--- config.mk ---
export PLATFORM = sky130hd
export DESIGN_NAME = euler_totient_trial_division_core
export DESIGN_NICKNAME = d
export VERILOG_FILES = /design/src/etd_pkg.sv /design/src/euler_totient_trial_division_core.sv /design/src/etd_div.sv
export SDC_FILE = /design/constraint.sdc
export NUM_CORES = 2
export LEC_CHECK = 0
export BUFFER_PORTS_ARGS = -buffer_cell sky130_fd_sc_hd__buf_4
export CORE_MARGIN = 2
export CORE_UTILIZATION = 40
export DETAILED_ROUTE_END_ITERATION = 8
export SLEW_MARGIN = 20
export SYNTH_ARGS = -nofsm -noshare
export SYNTH_HDL_FRONTEND = slang
export SYNTH_SLANG_ARGS = --single-unit
--- constraint.sdc ---
create_clock -name clk -period 18.6 [get_ports clk]
set_clock_uncertainty 0.2 [all_clocks]
set_input_delay 2.79 -clock clk [delete_from_list [all_inputs] [get_ports clk]]
set_output_delay 2.79 -clock clk [all_outputs]
set_load 0.05 [all_outputs]
--- src/etd_pkg.sv ---
// Shared widths for the trial-division totient core.
package etd_pkg;

	localparam int WIDTH = 32;
	localparam int NW = WIDTH - 1;
	localparam int DW = (NW + 1) / 2 + 1;
	localparam int SW = 2 * DW;
	localparam int OW = 31;
	localparam int CW = $clog2(NW + 1);

endpackage

--- src/euler_totient_trial_division_core.sv ---
// Euler totient by trial division over a shared serial divider.
// Sequence: load, then per trial divisor a compare state and a division of
// the remaining number (NW = 31), repeated while the remainder is zero, then
// a final state; the worst case is a prime near 2^31, set by the bit-serial divider.
// Inputs of one or less answer straight from idle. One transaction at a time.
// Reset clears the sequencer and the result strobe; the receiver cannot stall.
module euler_totient_trial_division_core (
	input  logic                              clk,
	input  logic                              arst_n,
	input  logic                              start,
	output logic                              busy,
	input  logic signed [etd_pkg::WIDTH-1:0]  number,
	output logic                              done,
	output logic [etd_pkg::OW-1:0]            totient
);
	import etd_pkg::*;

	typedef enum logic [1:0] {
		S_IDLE,
		S_CHECK,
		S_DIVW,
		S_FINAL
	} state_t;

	state_t          state_q;
	logic [NW-1:0]   n_q;
	logic [NW-1:0]   acc_q;
	logic [DW-1:0]   d_q;
	logic [SW-1:0]   sq_q;
	logic            first_q;

	logic            div_start;
	logic [NW-1:0]   div_dividend;
	logic            div_done;
	logic [NW-1:0]   div_quo;
	logic [DW-1:0]   div_rem;
	logic            sq_le;
	logic            trivial;
	logic [NW-1:0]   mul_b;
	logic [2*NW-1:0] product;
	logic [DW-1:0]   factor;

	assign busy = state_q != S_IDLE;
	assign sq_le = sq_q <= {{(SW-NW){1'b0}}, n_q};
	assign trivial = number[WIDTH-1] || (number[WIDTH-2:0] <= NW'(1));

	assign div_start = ((state_q == S_CHECK) && sq_le) ||
		((state_q == S_DIVW) && div_done && (div_rem == '0));
	assign div_dividend = (state_q == S_CHECK) ? n_q : div_quo;

	assign factor = first_q ? (d_q - DW'(1)) : d_q;
	assign mul_b = (state_q == S_FINAL) ? (n_q - NW'(1)) : {{(NW-DW){1'b0}}, factor};
	assign product = acc_q * mul_b;

	etd_div u_div (
		.clk       (clk),
		.arst_n    (arst_n),
		.start     (div_start),
		.dividend  (div_dividend),
		.divisor   (d_q),
		.done      (div_done),
		.quotient  (div_quo),
		.remainder (div_rem)
	);

	always_ff @(posedge clk or negedge arst_n) begin
		if (!arst_n) begin
			state_q <= S_IDLE;
			done <= 1'b0;
			totient <= '0;
			n_q <= '0;
			acc_q <= '0;
			d_q <= '0;
			sq_q <= '0;
			first_q <= 1'b0;
		end else begin
			done <= 1'b0;
			case (state_q)
				S_IDLE: begin
					if (start) begin
						if (trivial) begin
							totient <= OW'(1);
							done <= 1'b1;
						end else begin
							n_q <= number[NW-1:0];
							acc_q <= NW'(1);
							d_q <= DW'(2);
							sq_q <= SW'(4);
							first_q <= 1'b1;
							state_q <= S_CHECK;
						end
					end
				end
				S_CHECK: begin
					state_q <= sq_le ? S_DIVW : S_FINAL;
				end
				S_DIVW: begin
					if (div_done) begin
						if (div_rem == '0) begin
							acc_q <= product[NW-1:0];
							n_q <= div_quo;
							first_q <= 1'b0;
						end else begin
							sq_q <= sq_q + {{(DW-1){1'b0}}, d_q, 1'b1};
							d_q <= d_q + DW'(1);
							first_q <= 1'b1;
							state_q <= S_CHECK;
						end
					end
				end
				S_FINAL: begin
					if (n_q > NW'(1)) begin
						totient <= OW'(product[NW-1:0]);
					end else begin
						totient <= OW'(acc_q);
					end
					done <= 1'b1;
					state_q <= S_IDLE;
				end
				default: begin
					state_q <= S_IDLE;
				end
			endcase
		end
	end

endmodule

--- src/etd_div.sv ---
// Bit-serial restoring divider: one quotient bit per cycle.
module etd_div (
	input  logic                    clk,
	input  logic                    arst_n,
	input  logic                    start,
	input  logic [etd_pkg::NW-1:0]  dividend,
	input  logic [etd_pkg::DW-1:0]  divisor,
	output logic                    done,
	output logic [etd_pkg::NW-1:0]  quotient,
	output logic [etd_pkg::DW-1:0]  remainder
);
	import etd_pkg::*;

	logic            run_q;
	logic [CW-1:0]   cnt_q;
	logic [NW-1:0]   quo_q;
	logic [DW-1:0]   rem_q;
	logic [DW:0]     shifted;
	logic [DW:0]     diff;
	logic            fits;

	assign shifted = {rem_q, quo_q[NW-1]};
	assign diff = shifted - {1'b0, divisor};
	assign fits = shifted >= {1'b0, divisor};

	always_ff @(posedge clk or negedge arst_n) begin
		if (!arst_n) begin
			run_q <= 1'b0;
			cnt_q <= '0;
			done <= 1'b0;
		end else begin
			done <= 1'b0;
			if (start) begin
				run_q <= 1'b1;
				cnt_q <= CW'(NW - 1);
			end else if (run_q) begin
				if (cnt_q == '0) begin
					run_q <= 1'b0;
					done <= 1'b1;
				end else begin
					cnt_q <= cnt_q - 1'b1;
				end
			end
		end
	end

	always_ff @(posedge clk) begin
		if (start) begin
			quo_q <= dividend;
			rem_q <= '0;
		end else if (run_q) begin
			quo_q <= {quo_q[NW-2:0], fits};
			rem_q <= fits ? diff[DW-1:0] : shifted[DW-1:0];
		end
	end

	assign quotient = quo_q;
	assign remainder = rem_q;

endmodule
==> out/metrics.csv <==
stage,metric,value,unit
cts,postCtsResizedCells,0,
drt,drc,0,
grt,gr-usage-all-layers,0.2287,
yosys,ys_seq_area_frac,0.1907,
cts,clk_latency,0.58,ns
drt,routed_wl,76980,um
grt,grt_pass1_vias,21770,
pwr,p_per_area,89.93,nW/um^2
pwr,vdd.ir_drop.worst,80.20,uV
floorplan,die_area,69590,um^2
final_layout,final_area,29320,um^2
worst_setup_path,rrSetupSlack,8.52,ns
yosys,synth-xor-area-share,0.05589,
grt,grt_use_met2,0.3830,
grt,grt_busiest_layer,met2,
cts,ctsHoldBuffers,0,
sta,min_period,10.08,ns
pwr,clockPowerShare,0.180,
cts,htree_levels,1,
drt,dr.pass1.iters,6,
drt,viasPerCell,5.282,
drt,final_antenna_net_count,0,
worst_setup_path,slowest_delay,0.92,ns
yosys,async_flop_share,0.7635,
cts,cts_root_buf,clkbuf_16,
yosys,synthSimpleGateAreaFrac,0.1612,
sta,maxSlewViolCount,0,
worst_hold_path,hold_start,totient[11],
sta,finalSetupTns,0,ns
yosys,synth_area_leaders,"fa_1, dfrtp_1, ha_1",
placement,portBuffers,67,
sta,max_freq,0.09920,GHz
sta,period_share,0.5420,
yosys,syn_area_per_cell,8.984,um^2
yosys,muxShareOfSynthArea,0.02771,
final_layout,area_growth,8.583,%
worst_setup_path,worst_path_most_repeated_cell,fa_1,
yosys,ys_warn_count,0,
pwr,internal_power,1.345,mW
pwr,swShare,0.4897,
cts,path_clk_slew,0.06,ns
floorplan,io_pins,68,
yosys,netlist_area,27000,um^2
grt,globalRouteMet3Util,0.03225,
yosys,synth.most_common_cell,inv_1,
placement,gp_congestion,0.8654,
drt,drtIter0Drc,1262,
sta,setup_viol,0,
grt,global_route.usage.met1,0.3037,
pwr,p_seq_frac,0.275,
sta,hold_viol,0,
worst_setup_path,cp.arrival,10.30,ns
floorplan,core,67040,um^2
cts,numCtsBuffers,25,
worst_setup_path,r2r-start,d_q[3],
drt,num_vias,20540,
yosys,synth_top_family_by_area,adder cells,
worst_setup_path,cp_slowest_cell,nor4b_1,
final_layout,final_util,0.4373,
yosys,ys_ff_latch,203,
worst_hold_path,hold_class,register to register,
drt,wire_per_inst,19.79,um
floorplan,die_height,263.8,um
final_layout,layout-drive-gt1-share,0.07396,
yosys,yosys-top-cells-count,"inv_1, nand2_1, fa_1",
yosys,syn-num-nets,3616,
worst_hold_path,min_path_cells,2,
worst_setup_path,cp_data_required_time,18.82,ns
yosys,synth_ff_type,dfrtp_1,
pwr,p_comb_frac,0.545,
grt,antenna_found_initial,2,
sta,worst_slew_pin_slew,1.126,ns
yosys,synthAdderAreaFrac,0.3732,
sta,relSlewSlack,0.2456,
floorplan,die_x,263.8,um
yosys,syn-instance-count,3005,
grt,grt_max_degree,96,
worst_setup_path,reg2reg_to,totient[30],
placement,hpwl,59230,um
yosys,synth_edf_count,31,
cts,clk_path_buf_depth,3,
floorplan,row_count,95,
grt,grt_overflow,0,
pwr,p_leak,14.49,nW
worst_setup_path,crit_path_start_kind,register,
worst_setup_path,worstRegToRegCells,33,
cts,cts.sinks,203,
worst_setup_path,crit_fanout,23,
pwr,p_total,2.636,mW
floorplan,initial_utilization,0.4027,
yosys,synth_compound_area_frac,0.09195,
worst_hold_path,whs_endpoint,totient[11],
pwr,p_sw,1.291,mW
cts,post_cts_buffers,0,
final_layout,layout.nets,3607,
grt,grt_pass1_wl,124500,um
placement,placed_area,28520,um^2
yosys,yosysUniqueCellTypes,67,
worst_setup_path,worstSetupPathType,register to register,
yosys,synth_top_area_frac,0.2833,
sta,rsz0062_at_grt,no,
worst_setup_path,cp-end-kind,register,
outcome,status,finished clean,
flow_run,maxCapViolCount,0,
cts,cts_tree,yes,
yosys,yosys.area.top_type,fa_1,
## power groups by stage
stage / logic [mW] / registers [mW] / clock network (mW)
final: 1.44 / 0.724 / 0.475
after global routing: 1.58 / 0.740 / 0.505
after CTS: 1.43 / 0.722 / 0.485
after detailed placement: 1.42 / 0.729 / 0
after global placement: 1.41 / 0.729 / 0
after floorplan: 0.905 / 0.739 / 0
## how the worst max path moves through the flow
| stage | cells after the start | end | from |
|---|---|---|---|
| after detailed placement | 34 | totient[30] | n_q[0] |
| after CTS | 34 | totient[30] | n_q[0] |
| final | 33 | totient[30] | d_q[3] |
| after global routing | 34 | totient[30] | n_q[0] |
| after global placement | 34 | totient[30] | n_q[0] |
| after floorplan | 38 | totient[30] | n_q[0] |
## state kept, by name, indices dropped and copies added, names as in the netlist
signal and count:
acc_q 31, d_q 17, done 1, first_q 1, n_q 31, sq_q 34
state_q 2, totient 31, u_div.cnt_q 5, u_div.done 1, u_div.quotient 31, u_div.remainder 17
u_div.run_q 1
## layout by cell type, fill, tap and decap left out, types with 30 or more instances in the layout
cell / count
inv_1: 555
nand2_1: 419
fa_1: 382
ha_1: 194
and2_1: 171
dfrtp_1: 155
xnor2_1: 117
buf_4: 117
nor2_1: 106
o21ai_0: 100
a21oi_1: 81
mux2i_1: 39
xor2_1: 32
edfxtp_1: 31
nand3_1: 30
nor3_1: 30
mux2_2: 30
a22o_1: 30
## layout make-up
class,instances,area [um^2]
fillers,6664,37720
multi-input cells,2091,19280
flip-flops and latches,203,5150
inverters,556,2087
well taps,873,1092
repair buffers,119,917.1
clock buffers,32,691.9
clock inverters,14,96.34
diodes,1,2.502
## logic make-up (layout without fill, tap and decap cells)
family	Yosys count	after routing
AOI/OAI and AO/OA	378	378
xor gates and xnor gates	158	158
adders and majority gates	576	576
buffers and inverters	711	721
DFF	203	203
muxes	71	71
other	0	1
and+or+nand+nor	908	908
## through the flow
step / hold WS [ns] / std cells / setup WS (ns)
CTS: 0.2962 / 3888 / 8.555
global route: 0.3153 / 3888 / 8.037
finish: 0.2889 / 3889 / 8.520
floorplan: 0.2716 / 3005 / 9.207
detailed placement: 0.2828 / 3842 / 8.577
global placement: 0.2688 / 3841 / 8.673
## worst max-delay path: cells and delay by family, from the launching register on
family	cells	cell delay, ns
adder cells (fa/ha/maj)	9	4.07
AND/OR/NAND/NOR	6	2.51
AO/OA/AOI/OAI	11	1.87
flip-flops	1	0.48
buffers and inverters	5	0.43
XOR/XNOR	2	0.36
## metal layers
metal / vias to the layer above / part of all wire
met4: 0 / 0.038
met5: - / 0
met1: 10390 / 0.43
li1: 9485 / -
met2: 543 / 0.47
met3: 123 / 0.055
Power figures use the tool's default switching activity.
